--- config.mk ---
export PLATFORM = sky130hd
export DESIGN_NAME = sdvps_cell
export DESIGN_NICKNAME = d
export VERILOG_FILES = /design/src/rtl/sparse_default_vector_pattern_sum_assert.svh /design/src/rtl/sdvps_pkg.sv /design/src/rtl/sdvps_cell.sv
export SDC_FILE = /design/constraint.sdc
export NUM_CORES = 1
export LEC_CHECK = 0
export BUFFER_PORTS_ARGS = -buffer_cell sky130_fd_sc_hd__buf_2
export CAP_MARGIN = 25
export CELL_PAD_IN_SITES_DETAIL_PLACEMENT = 0
export CELL_PAD_IN_SITES_GLOBAL_PLACEMENT = 1
export CORE_ASPECT_RATIO = 0.9
export CORE_MARGIN = 2
export CORE_UTILIZATION = 33
export DETAILED_ROUTE_END_ITERATION = 8
export PLACE_DENSITY = 0.87
export SLEW_MARGIN = 20
export SYNTH_ARGS = -nofsm -noshare
export SYNTH_HDL_FRONTEND = slang
export SYNTH_SLANG_ARGS = --single-unit
--- constraint.sdc ---
create_clock -name clk -period 8.53 [get_ports clk]
set_clock_uncertainty 0.1 [all_clocks]
set_input_delay 0.853 -clock clk [delete_from_list [all_inputs] [get_ports clk]]
set_output_delay 0.853 -clock clk [all_outputs]
set_load 0.05 [all_outputs]
--- src/rtl/sparse_default_vector_pattern_sum_assert.svh ---
// ----------------------------------------------------------------------------
// Assertion macros for the sparse vector pattern-sum block
// Each macro expects clk and rst_n in scope.
// ----------------------------------------------------------------------------
`ifndef SPARSE_DEFAULT_VECTOR_PATTERN_SUM_ASSERT_SVH
`define SPARSE_DEFAULT_VECTOR_PATTERN_SUM_ASSERT_SVH

// same-cycle implication
`define SDVPS_ASSERT_NOW(lbl, ante, cons, msg) \
    lbl: assert property (@(posedge clk) disable iff (!rst_n) (ante) |-> (cons)) \
        else $error(msg);

// next-cycle implication
`define SDVPS_ASSERT_NEXT(lbl, ante, cons, msg) \
    lbl: assert property (@(posedge clk) disable iff (!rst_n) (ante) |=> (cons)) \
        else $error(msg);

`endif

--- src/rtl/sdvps_pkg.sv ---
// ----------------------------------------------------------------------------
// sdvps_pkg
// Shared types and constants of the sparse vector pattern-sum block.
// ----------------------------------------------------------------------------
package sdvps_pkg;

    localparam int SDVPS_CAPACITY = 64;
    localparam int SDVPS_ID_BITS  = 16;
    localparam int VALUE_W        = 16;
    localparam int SUM_W          = 32;
    localparam int LIMIT_W        = 7;

    localparam logic [2:0] ACT_INSERT = 3'd0;
    localparam logic [2:0] ACT_ADD    = 3'd1;
    localparam logic [2:0] ACT_SUB    = 3'd2;
    localparam logic [2:0] ACT_LOOKUP = 3'd3;
    localparam logic [2:0] ACT_CLEAR  = 3'd4;

    localparam logic REG_DEFAULT_VALUE = 1'b0;
    localparam logic REG_SIZE_LIMIT    = 1'b1;

    typedef enum logic [1:0] {
        ST_IDLE,
        ST_EXEC,
        ST_FINISH
    } state_t;

    // per-cell control from the top level
    typedef struct packed {
        logic ins_en;   // insert transfer being applied this cycle
        logic valid;    // cell index below entry count
        logic tail;     // cell index equals entry count
    } cell_ctrl_t;

    // per-cell status handed to the next cell and to the top level
    typedef struct packed {
        logic gt;       // stored id above the key
        logic match;    // stored id equals the key
        logic first;    // first match of the run
    } cell_stat_t;

endpackage

--- src/rtl/sdvps_cell.sv ---
// ----------------------------------------------------------------------------
// sdvps_cell
// One entry of the sorted store: compares its id with the key, shifts in
// from its left neighbor or takes the new entry on insert.
// ----------------------------------------------------------------------------
module sdvps_cell
    import sdvps_pkg::*;
#(
    parameter int ID_BITS = SDVPS_ID_BITS
)
(
    input  logic                      clk,
    input  cell_ctrl_t                ctrl,
    input  logic [ID_BITS-1:0]        key,
    input  logic [VALUE_W-1:0]        new_value,
    input  logic [ID_BITS-1:0]        prev_id,
    input  logic [VALUE_W-1:0]        prev_value,
    input  cell_stat_t                prev_stat,
    output logic [ID_BITS-1:0]        id_out,
    output logic [VALUE_W-1:0]        value_out,
    output cell_stat_t                stat,
    output logic [VALUE_W-1:0]        hit_value
);

    logic [ID_BITS-1:0] id_reg;
    logic [VALUE_W-1:0] value_reg;

    always_comb
    begin
        stat.gt    = ctrl.valid && (id_reg > key);
        stat.match = ctrl.valid && (id_reg == key);
        // store is sorted, so matches form one run
        stat.first = stat.match && !prev_stat.match;
        hit_value  = stat.first ? value_reg : '0;
    end

    always_ff @(posedge clk)
    begin
        if (ctrl.ins_en)
        begin
            if (prev_stat.gt)
            begin
                id_reg    <= prev_id;
                value_reg <= prev_value;
            end
            else if (stat.gt || ctrl.tail)
            begin
                id_reg    <= key;
                value_reg <= new_value;
            end
        end
    end

    assign id_out    = id_reg;
    assign value_out = value_reg;

endmodule

After elaboration in Yosys (flattened, before gate mapping)
Index checks and enable logic that the tools add are counted.

storage, ports and cells
  memory bits (read-only) = 0
  latch bits = 0
  input port bits = 71
  bits in writable memories = 0
  memories kept = 0
  output and inout port bits = 51
  word-level logic and storage cells = 16
  bits in registers = 32

operators by class
  bitwise gates (word level) = 0
  equality and inequality tests = 1
  div/mod/pow operators = 0
  $mul = 0
  reduce and logical (&&, ||, !) cells = 7
  multiplexer cells = 5
  shift-type cells = 0
  magnitude comparators = 1
  $add $sub $neg = 0

operator list
  cell                 number
  $mux W16             5
  $eq A16 B16 Y1       1
  $gt A16 B16 Y1       1
  $logic_and A1 B1 Y1  3
  $reduce_and A2 Y1    1
  $reduce_bool A2 Y1   1
  $logic_not A1 Y1     1
  $logic_or A1 B1 Y1   1

Depth between registers and ports, before layout
  depth in word-level cells = 5
  depth in mapped cells = 8
  depth with buffers taken out = 7

Worst setup path before layout
Ideal clock, no wire load.

  path kind = input -> register
  start point = input key[14]
  end point = register id_reg[0] (netlist: id_out[0]) (enable)
  stages on the path = 6
  required time = 8,036 ps
  slack = 4,035 ps
  path buffers = 0
  library setup time = 394 ps
  data arrival time = 4,001 ps
  cells stage by stage = inv_1 > ha_1 > nand4_2 > a2111o_1 > a311oi_1 > o31a_1

RTL lines
  what                  RTL line          RTL
  start, declared       sdvps_cell.sv:14  input logic [ID_BITS-1:0] key,
  end signal, assigned  sdvps_cell.sv:43  id_reg <= prev_id;
  end signal, assigned  sdvps_cell.sv:48  id_reg <= key;
  end, declared         sdvps_cell.sv:25  logic [ID_BITS-1:0] id_reg;

Final worst setup path
  start point = input key[11]
  end point = output hit_value[15]

on the way
  longest elaborated chain between the ends = 4

ends and longest elaborated chain
  what                 RTL line          RTL
  $eq A16 B16 Y1       sdvps_cell.sv:31  stat.match = ctrl.valid && (id_reg == key);
  $logic_and A1 B1 Y1  sdvps_cell.sv:31
  $logic_and A1 B1 Y1  sdvps_cell.sv:33  stat.first = stat.match && !prev_stat.match;
  $mux W16             sdvps_cell.sv:34  hit_value = stat.first ? value_reg : '0;
  end, declared        sdvps_cell.sv:22  output logic [VALUE_W-1:0] hit_value

Every way passes these cells.

==> metrics.md <==
| Metric | Value |
|---|---|
| Status | complete, no violations |
| CTS Sinks | 32 |
| Mean area per synthesized cell | around 12 um^2 |
| Most frequent cells in the layout | buf_2, edfxtp_1 |
| Nets | ~370 |
| Final Max Slew Viols | 0 |
| Number of gates resized after cts | 0 |
| CTS Buffer Depth | 2 |
| Post-layout instance area | about 0.0026 mm^2 |
| Max Fclk | between 200 and 300 MHz |
| WL per Instance | between 10 and 15 um |
| Most common cell after layout, fill and taps aside | buf_2 |
| Placed Area | between 0.002 and 0.003 mm^2 |
| Starting Density | a little over a third |
| Clk root buf | clkbuf_8 |
| Later-pin clock latency in the skew report | around 0.28 ns |
| Antenna viol nets, final | 0 |
| #FFs+latches synth | 32 |
| Net Count, Synth | around 250 |
| Mapped Area | between 0.0015 and 0.002 mm^2 |
| Post-CTS setup buffers | 0 |
| CTS buffer count | 5 |
| GP Congestion | ~0.72 |
| TNS Setup | 0 ns |
| Leakage | about 1.3 nW |
| CP arrival | 2.75 ns |
| Remaining Overflow, GRT | 0 |
| CTS clock-pin slew for the worst setup and hold paths | roughly 0.07 ns |
| CTS tree | yes |
| Final min period | 3.70 ns |
| Seq/Total Area, Yosys | a little over 50% |
| Fin crit share | 43.4% |
| Peak VDD IR | 0.0882 mV |
| Tot GR Track Use | 13.5% |
| Power per Cell Area | around 170 mW/mm^2 |
| Share of cells above drive strength 1 | around 52% |
| First-pass GRT wire length | between 6 and 7 mm |
| Number of max-cap violations | 0 |
| Gate Count Post-Synth | roughly 160 |
| Total power | between 0.4 and 0.5 mW |
| Slowest cell on crit path | nor4_2 |
| CP bufs+invs | 3 |
| DRC violations left | 0 |
| Die W | 83.1 um |
| DP HPWL | 3.46 mm |
| Initial DRC Count | 23 |
| Port Buffers | 120 |
| Area of the multi-input gates | about 800 um^2 |
| Final Util | 49.0% |
| Critical Path End Type | output pin |
| Initial antenna violation count | 0 |
| Worst setup margin | about 4.8 ns |
| Crit Path Category | input port to output pin |
| Core area | ~0.0053 mm^2 |
| Row cnt | 25 |
| Pin count of the biggest net entering global routing | between 40 and 50 |
| Top fanout value on the critical path | 17 |
| I/O Pins | 122 |
| Ant diodes | 0 |
| Area delta synth->final | 41.0% |
| Unrepaired setup endpoints after global routing | false |
| Slew headroom | between 40% and 50% |
| Non-filler cells, final | 350 |
| CP top delay family | simple AND/OR/NAND/NOR gates |
| Pre-CTS WS | about 4.8 ns |
| Reg area | 961 um^2 |
| Vias per inst | 4.65 |
| Fin. Hold Viols | 0 |
| WL final | about 4.5 mm |
| Die area | roughly 0.0062 mm^2 |
| Dpl cells | 342 |
| Final hold slack | around 0.75 ns |
| # fillers | between 400 and 500 |
| Cells along the critical path | buf_2, inv_1, ha_1, nand4_1, nor4_2, and2_1, and2b_2, and2_1, buf_2 |
| Die Span Y | 75.2 um |
| Crit start category | input port |
| H-tree levels | 2 |
| Top cell type's share of synthesized area | approximately 52% |
| Synth unique cells | 21 |
| First drt pass iteration count | 4 |
| Slowest stage delay, CP | 0.33 ns |
| # setup viols final | 0 |
| Hold Crit Class | input port to register |
| Hold_buf cts | 0 |
| Synth top area cells | edfxtp_1, ha_1, mux2_2 |
| Vias in the first global route | approximately 1500 |
| Vias | 1629 |
| Crit path required time | between 7 and 8 ns |
| Worst Max-Slew Pin Slew | between 0.8 and 0.9 ns |
| Synth warn | 0 |
| Yosys top cell by area | edfxtp_1 |
==> worst reg2reg max path: cells and delay by family, from the launching register on <==
family	cells	cell delay, ns
simple gates	1	0.17
flops	1	0.42
compound gates	3	1.65
fa+ha+maj	1	0.33
==> logic make-up (layout without fill, tap and decap cells) <==
family	after synthesis	in the layout	share of synthesized area, %
simple gates	43	43	12.9
flops	32	32	51.8
compound gates	30	30	9.23
buf+inv	23	145	5.05
mux	17	17	10.3
fa+ha+maj	16	16	10.8
==> worst paths after layout <==
| check | startpoint | to | slack, ns | cells after the start |
|---|---|---|---|---|
| hold reg to reg | id_out[2] | id_out[15] | 1.66 | 5 |
| setup / recovery | key[11] | hit_value[15] | 4.83 | 9 |
| setup reg to reg | id_out[13] | id_out[1] | 5.47 | 5 |
| hold / removal | prev_id[12] | id_out[12] | 0.75 | 3 |
==> registers in the layout, summed over array words and instances (netlist names) <==
name,cells
id_out,16
value_out,16
==> layer usage <==
metal	share of wire [%]	GRT usage, %
met1	41	15.2
met2	51	25.4
met3	7.1	4.50
met4	1.1	3.28
met5	0	0
==> layout make-up <==
type                    instances  share of cell area, %
flip-flops and latches         32                   36.7
multi-input cells             106                   30.7
repair buffers                120                   22.9
well taps                      67                   3.20
clock buffers                   5                   2.63
inverters                      17                   2.44
clock inverters                 3                   1.43
==> cell usage after synthesis <==
master / n
edfxtp_1: 32
and2_1: 17
inv_1: 17
mux2_2: 17
nand2_1: 17
o21ai_0: 17
ha_1: 16
a21oi_1: 7
clkbuf_1: 5
nand4_1: 4
a21o_1: 2
a2111o_1: 1
a311oi_1: 1
and2b_2: 1
buf_6: 1
nand4_2: 1
nor2_1: 1
nor2b_1: 1
nor4_2: 1
o211ai_1: 1
o31a_1: 1
==> power breakdown <==
group | leakage, nW | total, mW | switching, mW | internal [mW]
Combinational | 0.939 | 0.105 | 0.0704 | 0.0350
Clock | 0.0532 | 0.139 | 0.0544 | 0.0850
Sequential | 0.310 | 0.193 | 0.00512 | 0.188
Total | 1.30 | 0.438 | 0.130 | 0.308
Note: power is estimated with default switching activity, not from simulation.
